### src/design/psu_pkg.sv
// psu_pkg: shared types and codes for the PNG scanline unfilter unit.
// No dependencies; imported by psu_ctrl, psu_recon and the top level.
`default_nettype none

package psu_pkg;

  localparam int BYTE_W     = 8;
  localparam int POS_W      = 15;
  localparam int ROW_W      = 16;
  localparam int FILT_W     = 3;
  localparam int CFG_IDX_W  = 2;
  localparam int CFG_DATA_W = 16;

  // configuration register indexes
  localparam logic [CFG_IDX_W-1:0] CFG_BPP  = 2'd0;
  localparam logic [CFG_IDX_W-1:0] CFG_ROWB = 2'd1;
  localparam logic [CFG_IDX_W-1:0] CFG_ROWC = 2'd2;

  // filter type codes
  localparam logic [FILT_W-1:0] FILT_NONE  = 3'd0;
  localparam logic [FILT_W-1:0] FILT_SUB   = 3'd1;
  localparam logic [FILT_W-1:0] FILT_UP    = 3'd2;
  localparam logic [FILT_W-1:0] FILT_AVG   = 3'd3;
  localparam logic [FILT_W-1:0] FILT_PAETH = 3'd4;

  // work passed from the sequencer to the reconstruction stage
  typedef enum logic [1:0] {
    OP_CLEAR  = 2'd0,
    OP_SAMPLE = 2'd1,
    OP_ERROR  = 2'd2
  } psu_kind_t;

  typedef struct packed {
    psu_kind_t          kind;
    logic [FILT_W-1:0]  filt;
    logic [BYTE_W-1:0]  data;
    logic [1:0]         left_sel;
    logic               zero_above;
    logic               row_end;
    logic               image_end;
  } psu_op_t;

endpackage

`default_nettype wire

### src/design/psu_recon.sv
// psu_recon: op register, neighbour histories, filter predictor and result
// register; writes reconstructed bytes back to the line store. Depends on psu_pkg.
`default_nettype none

module psu_recon
  import psu_pkg::*;
#(
  parameter int MAX_ROW_BYTES = 16384,
  localparam int ADDR_W = $clog2(MAX_ROW_BYTES)
) (
  input  wire logic              clk,
  input  wire logic              rst_n,
  input  wire logic              op_valid,
  input  wire psu_op_t           op,
  input  wire logic [ADDR_W-1:0] op_idx,
  input  wire logic [BYTE_W-1:0] above_data,
  output logic                   take,
  output logic                   wr_en,
  output logic      [ADDR_W-1:0] wr_addr,
  output logic      [BYTE_W-1:0] wr_data,
  input  wire logic              out_ready,
  output logic                   out_valid,
  output logic      [BYTE_W-1:0] out_byte,
  output logic                   row_end,
  output logic                   image_end,
  output logic                   bad_filter
);

  function automatic logic [BYTE_W-1:0] paeth(input logic [BYTE_W-1:0] a,
                                               input logic [BYTE_W-1:0] b,
                                               input logic [BYTE_W-1:0] c);
    logic signed [10:0] sa, sb, sc, p, ta, tb, tc, da, db, dc;
    sa = signed'({3'b000, a});
    sb = signed'({3'b000, b});
    sc = signed'({3'b000, c});
    p  = sa + sb - sc;
    ta = p - sa;
    tb = p - sb;
    tc = p - sc;
    da = (ta < 0) ? -ta : ta;
    db = (tb < 0) ? -tb : tb;
    dc = (tc < 0) ? -tc : tc;
    if (da <= db && da <= dc) begin
      return a;
    end
    return (db <= dc) ? b : c;
  endfunction

  logic              a_valid_r;
  psu_op_t           a_op_r;
  logic [ADDR_W-1:0] a_idx_r;
  logic [31:0]       left_r, left_nxt;
  logic [31:0]       aleft_r, aleft_nxt;
  logic              out_valid_r;
  logic [BYTE_W-1:0] out_byte_r;
  logic              row_end_r, image_end_r, bad_r;

  logic              has_res, out_free, a_fire;
  logic [BYTE_W-1:0] nb_a, nb_b, nb_c, pred, recon;
  logic [BYTE_W:0]   avg_sum;

  assign has_res  = (a_op_r.kind != OP_CLEAR);
  assign out_free = !out_valid_r || out_ready;
  assign a_fire   = a_valid_r && (!has_res || out_free);
  assign take     = !a_valid_r || a_fire;

  always_comb begin
    nb_a    = left_r[{a_op_r.left_sel, 3'b000} +: BYTE_W];
    nb_c    = aleft_r[{a_op_r.left_sel, 3'b000} +: BYTE_W];
    nb_b    = a_op_r.zero_above ? '0 : above_data;
    avg_sum = {1'b0, nb_a} + {1'b0, nb_b};
    case (a_op_r.filt)
      FILT_NONE: pred = '0;
      FILT_SUB:  pred = nb_a;
      FILT_UP:   pred = nb_b;
      FILT_AVG:  pred = avg_sum[BYTE_W:1];
      default:   pred = paeth(nb_a, nb_b, nb_c);
    endcase
    recon = a_op_r.data + pred;
  end

  always_comb begin
    left_nxt  = left_r;
    aleft_nxt = aleft_r;
    if (a_fire) begin
      if (a_op_r.kind == OP_CLEAR) begin
        left_nxt  = '0;
        aleft_nxt = '0;
      end else if (a_op_r.kind == OP_SAMPLE) begin
        left_nxt  = {left_r[23:0], recon};
        aleft_nxt = {aleft_r[23:0], nb_b};
      end
    end
  end

  assign wr_en   = a_fire && (a_op_r.kind == OP_SAMPLE);
  assign wr_addr = a_idx_r;
  assign wr_data = recon;

  always_ff @(posedge clk) begin
    if (!rst_n) begin
      a_valid_r   <= 1'b0;
      out_valid_r <= 1'b0;
      left_r      <= '0;
      aleft_r     <= '0;
    end else begin
      left_r  <= left_nxt;
      aleft_r <= aleft_nxt;
      if (take) begin
        a_valid_r <= op_valid;
      end
      if (a_fire && has_res) begin
        out_valid_r <= 1'b1;
      end else if (out_ready) begin
        out_valid_r <= 1'b0;
      end
    end
  end

  always_ff @(posedge clk) begin
    if (take && op_valid) begin
      a_op_r  <= op;
      a_idx_r <= op_idx;
    end
    if (a_fire && has_res) begin
      if (a_op_r.kind == OP_ERROR) begin
        out_byte_r  <= '0;
        row_end_r   <= 1'b0;
        image_end_r <= 1'b0;
        bad_r       <= 1'b1;
      end else begin
        out_byte_r  <= recon;
        row_end_r   <= a_op_r.row_end;
        image_end_r <= a_op_r.image_end;
        bad_r       <= 1'b0;
      end
    end
  end

  assign out_valid  = out_valid_r;
  assign out_byte   = out_byte_r;
  assign row_end    = row_end_r;
  assign image_end  = image_end_r;
  assign bad_filter = bad_r;

endmodule

`default_nettype wire

### config.mk
export PLATFORM = sky130hd
export DESIGN_NAME = psu_recon
export DESIGN_NICKNAME = d
export VERILOG_FILES = /design/src/design/psu_pkg.sv /design/src/design/psu_recon.sv
export SDC_FILE = /design/constraint.sdc
export NUM_CORES = 1
export LEC_CHECK = 0
export BUFFER_PORTS_ARGS = -buffer_cell sky130_fd_sc_hd__clkbuf_2
export CORE_MARGIN = 3
export CORE_UTILIZATION = 34
export DETAILED_ROUTE_END_ITERATION = 10
export PLACE_DENSITY_LB_ADDON = 0.25
export SLEW_MARGIN = 20
export SYNTH_ARGS = -nofsm -noshare
export SYNTH_HDL_FRONTEND = slang
export SYNTH_SLANG_ARGS = --single-unit
export TNS_END_PERCENT = 30
### constraint.sdc
create_clock -name clk -period 8.7 [get_ports clk]
set_clock_uncertainty 0.1 [all_clocks]
set_input_delay 0.87 -clock clk [delete_from_list [all_inputs] [get_ports clk]]
set_output_delay 0.87 -clock clk [all_outputs]
set_load 0.005 [all_outputs]
## After elaboration in Yosys (flattened, before gate mapping)

Cells that the tools add are included.

| cells by class | value |
|---|---|
| $add $sub $neg | 10 |
| order comparisons | 6 |
| equality and inequality tests | 5 |
| shifts and indexed selects | 2 |
| muxes and demuxes | 17 |
| reductions and logical operators | 18 |

Operators with widths:

| kind | count |
|---|---|
| $mux 32 | 4 |
| $shiftx 32x6->8 | 2 |
| $le 11x11->1 | 3 |
| $lt 11x1->1 const B | 3 |
| $mux 11 | 3 |
| $neg 11->11 | 3 |
| $sub 10x9->11 | 3 |
| $mux 8 | 4 |
| $pmux 8 s4 | 1 |
| $add 8x8->9 | 2 |
| $sub 9x8->10 | 1 |
| $add 8x8->8 | 1 |
| $eq 3x2->1 const B | 2 |
| $reduce_bool 2->1 | 3 |
| $logic_and 1x1->1 | 5 |
| $mux 1 | 5 |
| $reduce_or 4->1 | 1 |
| $eq 3x1->1 const B | 1 |
| $logic_not 1->1 | 3 |
| $logic_not 3->1 | 1 |
| $logic_or 1x1->1 | 3 |
| $eq 2x1->1 const B | 1 |
| $eq 2x2->1 const B | 1 |
| $logic_not 2->1 | 1 |
| $reduce_and 2->1 | 1 |

| word-level totals | value |
|---|---|
| bits in registers | 109 |
| bits of input ports | 44 |
| output and inout bits | 36 |
| logic and storage cells | 74 |

## Depth between registers and ports, before layout

Gate-level depths: netlist of run 1.

| depth | value |
|---|---|
| depth after elaboration | 15 |
| mapped depth | 40 |

## Worst setup path after synthesis of run 1

OpenSTA, ideal clock, no wires.

| timing | value |
|---|---|
| path kind | input to output |
| start | input port above_data[1] |
| end | output port wr_data[7] |
| arrival time | 8.050 ns |
| setup slack | -0.320 ns |
| stages on the path | 34 |
| cells stage by stage | nor2b_1 -> inv_1 -> fa_1 -> inv_1 -> fa_1 -> a21oi_1 -> o21bai_1 -> xor2_1 -> ha_1 -> o21a_1 -> o31a_1 -> a21oi_1 -> a211o_1 -> or4_4 -> or4_4 -> o31a_1 -> ha_1 -> nand4_1 -> nor3_1 -> a211oi_1 -> nor3_1 -> clkbuf_1 -> mux2i_1 -> nor2_1 -> a21oi_1 -> a21oi_1 -> ha_1 -> a21oi_1 -> o2111ai_1 -> a21o_1 -> a21oi_1 -> xnor2_1 -> or3_1 -> nand2_1 |

| on the way | value |
|---|---|
| word-level cells in the longest chain between the ends | 13 |
| elaborated cells on any way between the ends | 26 |
| those cells by class | 10 x add/sub; 6 x order compare; 9 x mux; 1 x reduce/logical |

Ends and longest elaborated chain:

| item | line | source |
|---|---|---|
| start: declaration | psu_recon.sv:16 | `input wire logic [BYTE_W-1:0] above_data,` |
| $mux 8 (*) | psu_recon.sv:70 | `nb_b = a_op_r.zero_above ? '0 : above_data;` |
| $add 8x8->9 | psu_recon.sv:36, psu_recon.sv:71 |  |
| $sub 9x8->10 | psu_recon.sv:36 | `p = sa + sb - sc;` |
| $sub 10x9->11 (on tied branches) | psu_recon.sv:37, psu_recon.sv:38, psu_recon.sv:39 |  |
| $neg 11->11, or another cell as far along | psu_recon.sv:40 | `da = (ta < 0) ? -ta : ta;` |
| $mux 11 (on tied branches) | psu_recon.sv:40, psu_recon.sv:41, psu_recon.sv:42 |  |
| $le 11x11->1 | psu_recon.sv:43 | `if (da <= db && da <= dc) begin` |
| $logic_and 1x1->1 | psu_recon.sv:43 |  |
| $mux 1 | psu_recon.sv:43 |  |
| $mux 1 | psu_recon.sv:72 | `case (a_op_r.filt)` |
| $mux 8 | psu_recon.sv:46 | `return (db <= dc) ? b : c;` |
| $pmux 8 s4 (*) | psu_recon.sv:72 |  |
| $add 8x8->8 (*) | psu_recon.sv:79 | `recon = a_op_r.data + pred;` |
| end: declaration | psu_recon.sv:20 | `output logic [BYTE_W-1:0] wr_data,` |

Every way passes the cells marked *; elsewhere a longest branch is shown, timed or not. The select of a mux whose other input is x is not followed.

## Worst setup path after layout of run 1

| timing | value |
|---|---|
| start | register a_op_r[3] (netlist name) |
| end | output port wr_data[7] |

| on the way | value |
|---|---|
| word-level cells in the longest chain between the ends | 13 |
| elaborated cells on any way between the ends | 28 |
| those cells by class | 10 x add/sub; 6 x order compare; 2 x shift; 9 x mux; 1 x reduce/logical |

Ends and longest elaborated chain:

| item | line | source |
|---|---|---|
| start: declaration | psu_recon.sv:50 | `psu_op_t a_op_r;` |
| start signal: assignment | psu_recon.sv:122 | `a_op_r <= op;` |
| $shiftx 32x6->8 | psu_recon.sv:68 | `nb_a = left_r[{a_op_r.left_sel, 3'b000} +: BYTE_W];` |
| $add 8x8->9 | psu_recon.sv:36, psu_recon.sv:71 |  |
| $sub 9x8->10 | psu_recon.sv:36 |  |
| $sub 10x9->11 (on tied branches) | psu_recon.sv:37, psu_recon.sv:38, psu_recon.sv:39 |  |
| $neg 11->11, or another cell as far along | psu_recon.sv:40 |  |
| $mux 11 (on tied branches) | psu_recon.sv:40, psu_recon.sv:41, psu_recon.sv:42 |  |
| $le 11x11->1 | psu_recon.sv:43 |  |
| $logic_and 1x1->1 | psu_recon.sv:43 |  |
| $mux 1 | psu_recon.sv:43 |  |
| $mux 1 | psu_recon.sv:72 |  |
| $mux 8 | psu_recon.sv:46 |  |
| $pmux 8 s4 (*) | psu_recon.sv:72 |  |
| $add 8x8->8 (*) | psu_recon.sv:79 |  |

Marked as above.

==> out/results.ini, run 1 <==
[drt]
drt-total-wl_mm = 26.2
routed_via_density = 5.09
firstDrtPassIters = 4
vias = 7868
ant_nets = 0
drc = 0
drt_iter0_markers = 517
routedWlPerCell_um = 16.9

[clock_network]
holdBufCountCts = 0
cts.sinks = 109
tritoncts = built
cts_buffers = 9
path_clk_slew_ns = 0.08
root_buffer = clkbuf_16
worstSkewPairLatency_ns = 0.35
cts_max_path_buffers = 2
htreeDepth = 3

[synth]
synthFlopType = dfxtp_1
synthCells = 931
async_flop_share = 0
synth_edf_count = 43
synth_seq_cells = 109
synth_area_per_cell_um2 = 9.05
syn_area_um2 = 8420
yosysSeqAreaShare = 0.310
synth_fp_nets = 1069
ys_warn_count = 0
ys_types = 74

[floorplanning]
start_util = 0.353
die_h_um = 163
rows = 56
ios = 80
core_um2 = 23900
die_area_um2 = 26700
die_w_um = 163

[worst_setup_path]
slowest_delay_ns = 0.56
start_kind = register
path_common_cell = a21oi_2
cp-end-kind = primary output
cp_slowest_cell = fa_1
critPathArrivalTime_ns = 8.43
path_buf_inv = 6
crit_required_ns = 7.73
worstSetupPathType = register to primary output
crit_fanout = 5
critPathTopFamily = compound AO/OA/AOI/OAI gates

[finish]
fin_area_um2 = 11900
final_common_cell = buf_4
utilization = 0.499
areaGrowthSynthToFinish_pct = 41.5
nets = 1361
layout_common_cells = 235 x buf_4, 86 x nand2_1, 76 x clkbuf_2
antenna_cells = 0
layout-drive-gt1-share = 0.388

[outcome]
status = complete, but fails checks
failed_checks = setup timing

[sta]
fin_setup_tns_ns = -2.24
tightest_slew_ns = 0.944
hold_viol_final = 0
fin_ws_ns = -0.695
finalCriticalPeriod_ns = 9.40
finalCritPeriodShare = 1.08
hold_slack_ns = 0.366
fmax_mhz = 106
slew_viol_final = 0
setup_viol = 6
rsz0062_at_grt = true
maxSlewHeadroom = 0.368

[placement]
dpl_cell_area_um2 = 10700
finalWeightedCongestion = 0.887
io_buffers = 79
dp_hpwl_mm = 19.8

[power_and_ir_drop]
power_density_nw_per_um2 = 269
p_leak_nw = 4.98
ir_drop_mv = 0.188

[worst_hold_path]
hold_class = register to register

[global_route]
antenna_found_initial = 0
grt_pass1_wl_mm = 41.4
gr-total-overflow = 0
grt_max_degree = 70
first_global_vias = 7876
grtUsageTotal = 0.195

[flow_run]
drv_cap = 0

[worst paths after layout]
path                                 start           to  slack [ns]  depth (start not counted)
worst max-delay path             a_op_r[3]   wr_data[7]       -0.70                         36
worst min-delay path            left_r[27]   left_r[27]        0.37                          2
worst max register to register   a_op_r[3]  out_byte[6]        0.26                         39
worst min register to register  left_r[27]   left_r[27]        0.37                          2
[worst min-delay path: cells and delay by family, from the launching register on]
| family | cells | cell delay, ns |
|---|---|---|
| AND/OR/NAND/NOR | 1 | 0.05 |
| flip-flops | 1 | 0.31 |
| AO/OA/AOI/OAI | 1 | 0.06 |
[stage by stage]
step	std cells	power, mW	setup slack, ns
floorplan	931	1.62	0.00971
global placement	1495	2.42	-0.512
detailed placement	1495	2.43	-0.572
CTS	1540	3.06	-0.551
global route	1547	3.44	-1.06
finish	1547	3.20	-0.695
[power breakdown]
part / internal, mW / switching, mW
logic: 1.14 / 1.09
clock network: 0.202 / 0.203
registers: 0.555 / 0.0101
total: 1.90 / 1.30
[layout make-up]
cell class | instances | area, um2
inverters | 54 | 203
repair buffers | 323 | 2290
clock buffers | 9 | 225
flip-flops and latches | 109 | 2610
fillers | 2217 | 12000
clock inverters | 7 | 68.8
multi-input cells | 726 | 6110
well taps | 319 | 399
[sequential cells by signal, indices dropped and copies added, names as in the netlist]
signal	flops
bad_filter	1
wr_addr	14
row_end	1
aleft_r	32
out_byte	8
left_r	32
image_end	1
out_valid	1
a_valid_r	1
a_op_r	18
[per-layer routing]
metal	GRT usage	wire (um)	part of all wire
met1	0.272	12300	0.47
met2	0.324	12400	0.47
met3	0.0259	1020	0.039
met4	0.0419	446	0.017
met5	0	0	0
[cells in the mapped netlist, types with 3 or more instances]
cell type | count | area share
a211o_1 | 4 | 0.0042
a211oi_1 | 6 | 0.0053
a21boi_0 | 60 | 0.053
a21o_1 | 8 | 0.0071
a21oi_1 | 41 | 0.024
a221o_1 | 4 | 0.0048
a221oi_1 | 3 | 0.0031
a22oi_1 | 5 | 0.0045
a31oi_1 | 6 | 0.0045
and2_1 | 3 | 0.0022
buf_1 | 8 | 0.0036
buf_2 | 3 | 0.0018
clkbuf_1 | 30 | 0.013
dfxtp_1 | 66 | 0.16
edfxtp_1 | 43 | 0.15
fa_1 | 13 | 0.031
ha_1 | 81 | 0.12
inv_1 | 52 | 0.023
mux2i_1 | 9 | 0.011
mux4_2 | 15 | 0.040
nand2_1 | 87 | 0.039
nand2b_1 | 13 | 0.0097
nand3_1 | 72 | 0.043
nand4_1 | 7 | 0.0052
nor2_1 | 51 | 0.023
nor2b_1 | 35 | 0.026
nor3_1 | 9 | 0.0053
nor3b_1 | 3 | 0.0027
nor4_1 | 4 | 0.0030
o211ai_1 | 4 | 0.0036
o21a_1 | 23 | 0.020
o21ai_0 | 34 | 0.020
o21bai_1 | 4 | 0.0036
o31a_1 | 14 | 0.015
o31ai_1 | 4 | 0.0036
or2_2 | 3 | 0.0022
or3_1 | 6 | 0.0045
or4_1 | 3 | 0.0027
xnor2_1 | 27 | 0.028
xor2_1 | 25 | 0.026
[kinds of logic after synthesis]
logic type	after synthesis	synth area share
muxes	26	0.0535
adders and majority gates	94	0.151
buffers and inverters	96	0.0441
and+or+nand+nor	309	0.182
AOI/OAI and AO/OA	242	0.202
DFF	109	0.310
xor gates and xnor gates	53	0.0560
other	2	0.000891
[what timing repair did]
item | 4_1_cts | 5_1_grt
cloned | 1 | 0
buffers inserted | 28 | 8
pin swaps | 41 | 49
gates resized for setup | 88 | 57
endpoints found under the setup margin | 8 | 13
No activity file was read; power rests on OpenSTA's default activity.
==> run 2: changes to the inputs <==
==> constraint.sdc (replaced) <==
create_clock -name clk -period 8.1 [get_ports clk]
set_clock_uncertainty 0.1 [all_clocks]
set_input_delay 0.81 -clock clk [delete_from_list [all_inputs] [get_ports clk]]
set_output_delay 0.81 -clock clk [all_outputs]
set_load 0.005 [all_outputs]
==> run 2 against run 1 <==
- the run still ends with setup timing left
- clock-buffer cell count increased by 1
- total power increased by 4.3%
- non-clock buffer count decreased by 8
- die area unchanged
- global-route usage increased by 0.27 points
- via count decreased by 0.61%
- cell area decreased by 0.87%
- combinational power increased by 3%
- setup slack got worse by 0.34 ns
- flip-flop and latch count unchanged
- critical endpoint is now wr_data[6]
==> out/results.ini, run 2 (synthesis gave the netlist of run 1 again) <==
[finish]
fin_area_um2 = 11800  ; -0.87%
largestRegisters = aleft_r x32, left_r x32, a_op_r x18
nets = 1353  ; -0.59%
areaGrowthSynthToFinish_pct = 40.2
antenna_cells = 0  ; unchanged
final_common_cell = buf_4
layout_common_cells = 223 x buf_4, 86 x nand2_1, 74 x clkbuf_2
layout-drive-gt1-share = 0.373  ; -0.0155

[sta]
finalCriticalPeriod_ns = 9.13
tightest_slew_ns = 0.920  ; -0.0245 ns
fmax_mhz = 109
slew_viol_final = 0  ; unchanged
fin_ws_ns = -1.03  ; -0.338 ns
finalCritPeriodShare = 1.13
setup_viol = 11  ; +5
maxSlewHeadroom = 0.385  ; +0.0164
hold_viol_final = 0  ; unchanged
rsz0062_at_grt = true

[drt]
maxUsedRoutingLayer = met4
vias = 7820  ; -0.61%
drt-total-wl_mm = 26.1  ; -0.36%
routedWlPerCell_um = 16.9  ; +0.16%
drt_iter0_markers = 562  ; +8.7%
routed-wl-met3_mm = 1.35  ; +33%
wl_met2_mm = 12.3  ; -0.90%
firstDrtPassIters = 5  ; +1
routed_via_density = 5.08  ; about the same
ant_nets = 0  ; unchanged
drc = 0  ; unchanged
wl_met1_mm = 12.0  ; -2.0%

[clock_network]
htreeDepth = 3  ; unchanged
path_clk_slew_ns = 0.08  ; about the same
root_buffer = clkbuf_16
cts_max_path_buffers = 2  ; unchanged
cts.sinks = 109  ; unchanged
tritoncts = built
cts_buffers = 9  ; unchanged
worstSkewPairLatency_ns = 0.36  ; about the same

[worst_setup_path]
worstSetupPathType = register to primary output
worst-r2r-cell-count = 39  ; unchanged
start_kind = register
crit_fanout = 8  ; +3
slowest_delay_ns = 0.55  ; about the same
crit_required_ns = 7.19  ; -0.54 ns
cp-end-kind = primary output
cp_slowest_cell = mux4_2
critPathArrivalTime_ns = 8.22  ; -0.21 ns

[outcome]
status = complete, but fails checks
failed_checks = setup timing

[flow_run]
drv_cap = 0  ; unchanged

[placement]
finalWeightedCongestion = 0.899  ; +1.3%
dpl_cell_area_um2 = 10900  ; +1.9%
dp_slack_ns = -0.761  ; -0.189 ns
io_buffers = 79  ; unchanged
dp_hpwl_mm = 20.4  ; +3.0%

[floorplanning]
die_h_um = 163  ; unchanged
die_area_um2 = 26700  ; unchanged
rows = 56  ; unchanged
core_um2 = 23900  ; unchanged
die_w_um = 163  ; unchanged
ios = 80  ; unchanged
start_util = 0.353  ; unchanged

[worst_hold_path]
hold_class = register to register
hold_depth = 2  ; unchanged

[global_route]
antenna_found_initial = 0  ; unchanged
grtUsageTotal = 0.198  ; +0.00274
first_global_vias = 7697  ; -2.3%
grt_max_degree = 65  ; -7.1%
grt_pass1_wl_mm = 41.6  ; +0.45%
gr-total-overflow = 0  ; unchanged

[power_and_ir_drop]
ir_drop_mv = 0.227  ; +21%
power_mw = 3.34  ; +4.3%
p_leak_nw = 4.94  ; -0.78%
power_density_nw_per_um2 = 283  ; +5.3%

run 2: metrics by stage:
stage | hold slack [ns] | std cells | TNS (ns) | utilization
after global placement | 0.353 | 1502 | -3.06 | 0.454
final | 0.364 | 1539 | -5.29 | 0.494
after detailed placement | 0.355 | 1503 | -4.08 | 0.455
after global routing | 0.387 | 1539 | -11.97 | 0.494
after floorplan | 0.338 | 931 | -0.0792 | -
after CTS | 0.365 | 1538 | -5.17 | 0.484
run 2: worst max-delay path: cells and delay by family, from the launching register on:
family	cells	cell delay, ns
buffers and inverters	7	0.77
adders and majority gates	6	2.07
and+or+nand+nor	8	1.83
muxes	2	0.63
xor gates and xnor gates	1	0.23
DFF	1	0.38
AOI/OAI and AO/OA	14	1.95
run 2: worst paths after layout:
| kind | from | endpoint | slack (ns) |
|---|---|---|---|
| setup / recovery | a_op_r[3] | wr_data[6] | -1.03 |
| setup reg to reg | a_op_r[3] | out_byte[6] | -0.17 |
| hold / removal | aleft_r[30] | aleft_r[30] | 0.36 |
| hold reg to reg | aleft_r[30] | aleft_r[30] | 0.36 |
run 2: layout make-up:
| class | count | area (um2) |
|---|---|---|
| Fill cell | 2272 | 12100 |
| Multi-Input combinational cell | 726 | 5990 |
| Sequential cell | 109 | 2610 |
| Timing Repair Buffer | 315 | 2300 |
| Tap cell | 319 | 399 |
| Clock buffer | 10 | 239 |
| Inverter | 54 | 205 |
| Clock inverter | 6 | 63.8 |
run 2: layer usage:
| layer | vias to the layer above | global-route usage |
|---|---|---|
| met2 | 159 | 0.326 |
| met3 | 25 | 0.0391 |
| met1 | 3695 | 0.273 |
| met5 | - | 0 |
| li1 | 3941 | - |
| met4 | 0 | 0.0331 |
run 2: repair_timing:
item / CTS / global route
pin swaps: 25 / 33
gates cloned: 1 / 0
hold endpoints to repair: 0 / 0
hold buffers: 0 / 0
setup buffers: 18 / 4
setup endpoints to repair: 14 / 21
gates resized for setup: 42 / 55
run 2: where the power goes:
group | switching (mW) | total, mW | internal [mW] | leakage [nW]
registers | 0.0108 | 0.607 | 0.596 | 0.949
logic | 1.12 | 2.29 | 1.16 | 3.85
clock network | 0.221 | 0.447 | 0.226 | 0.146
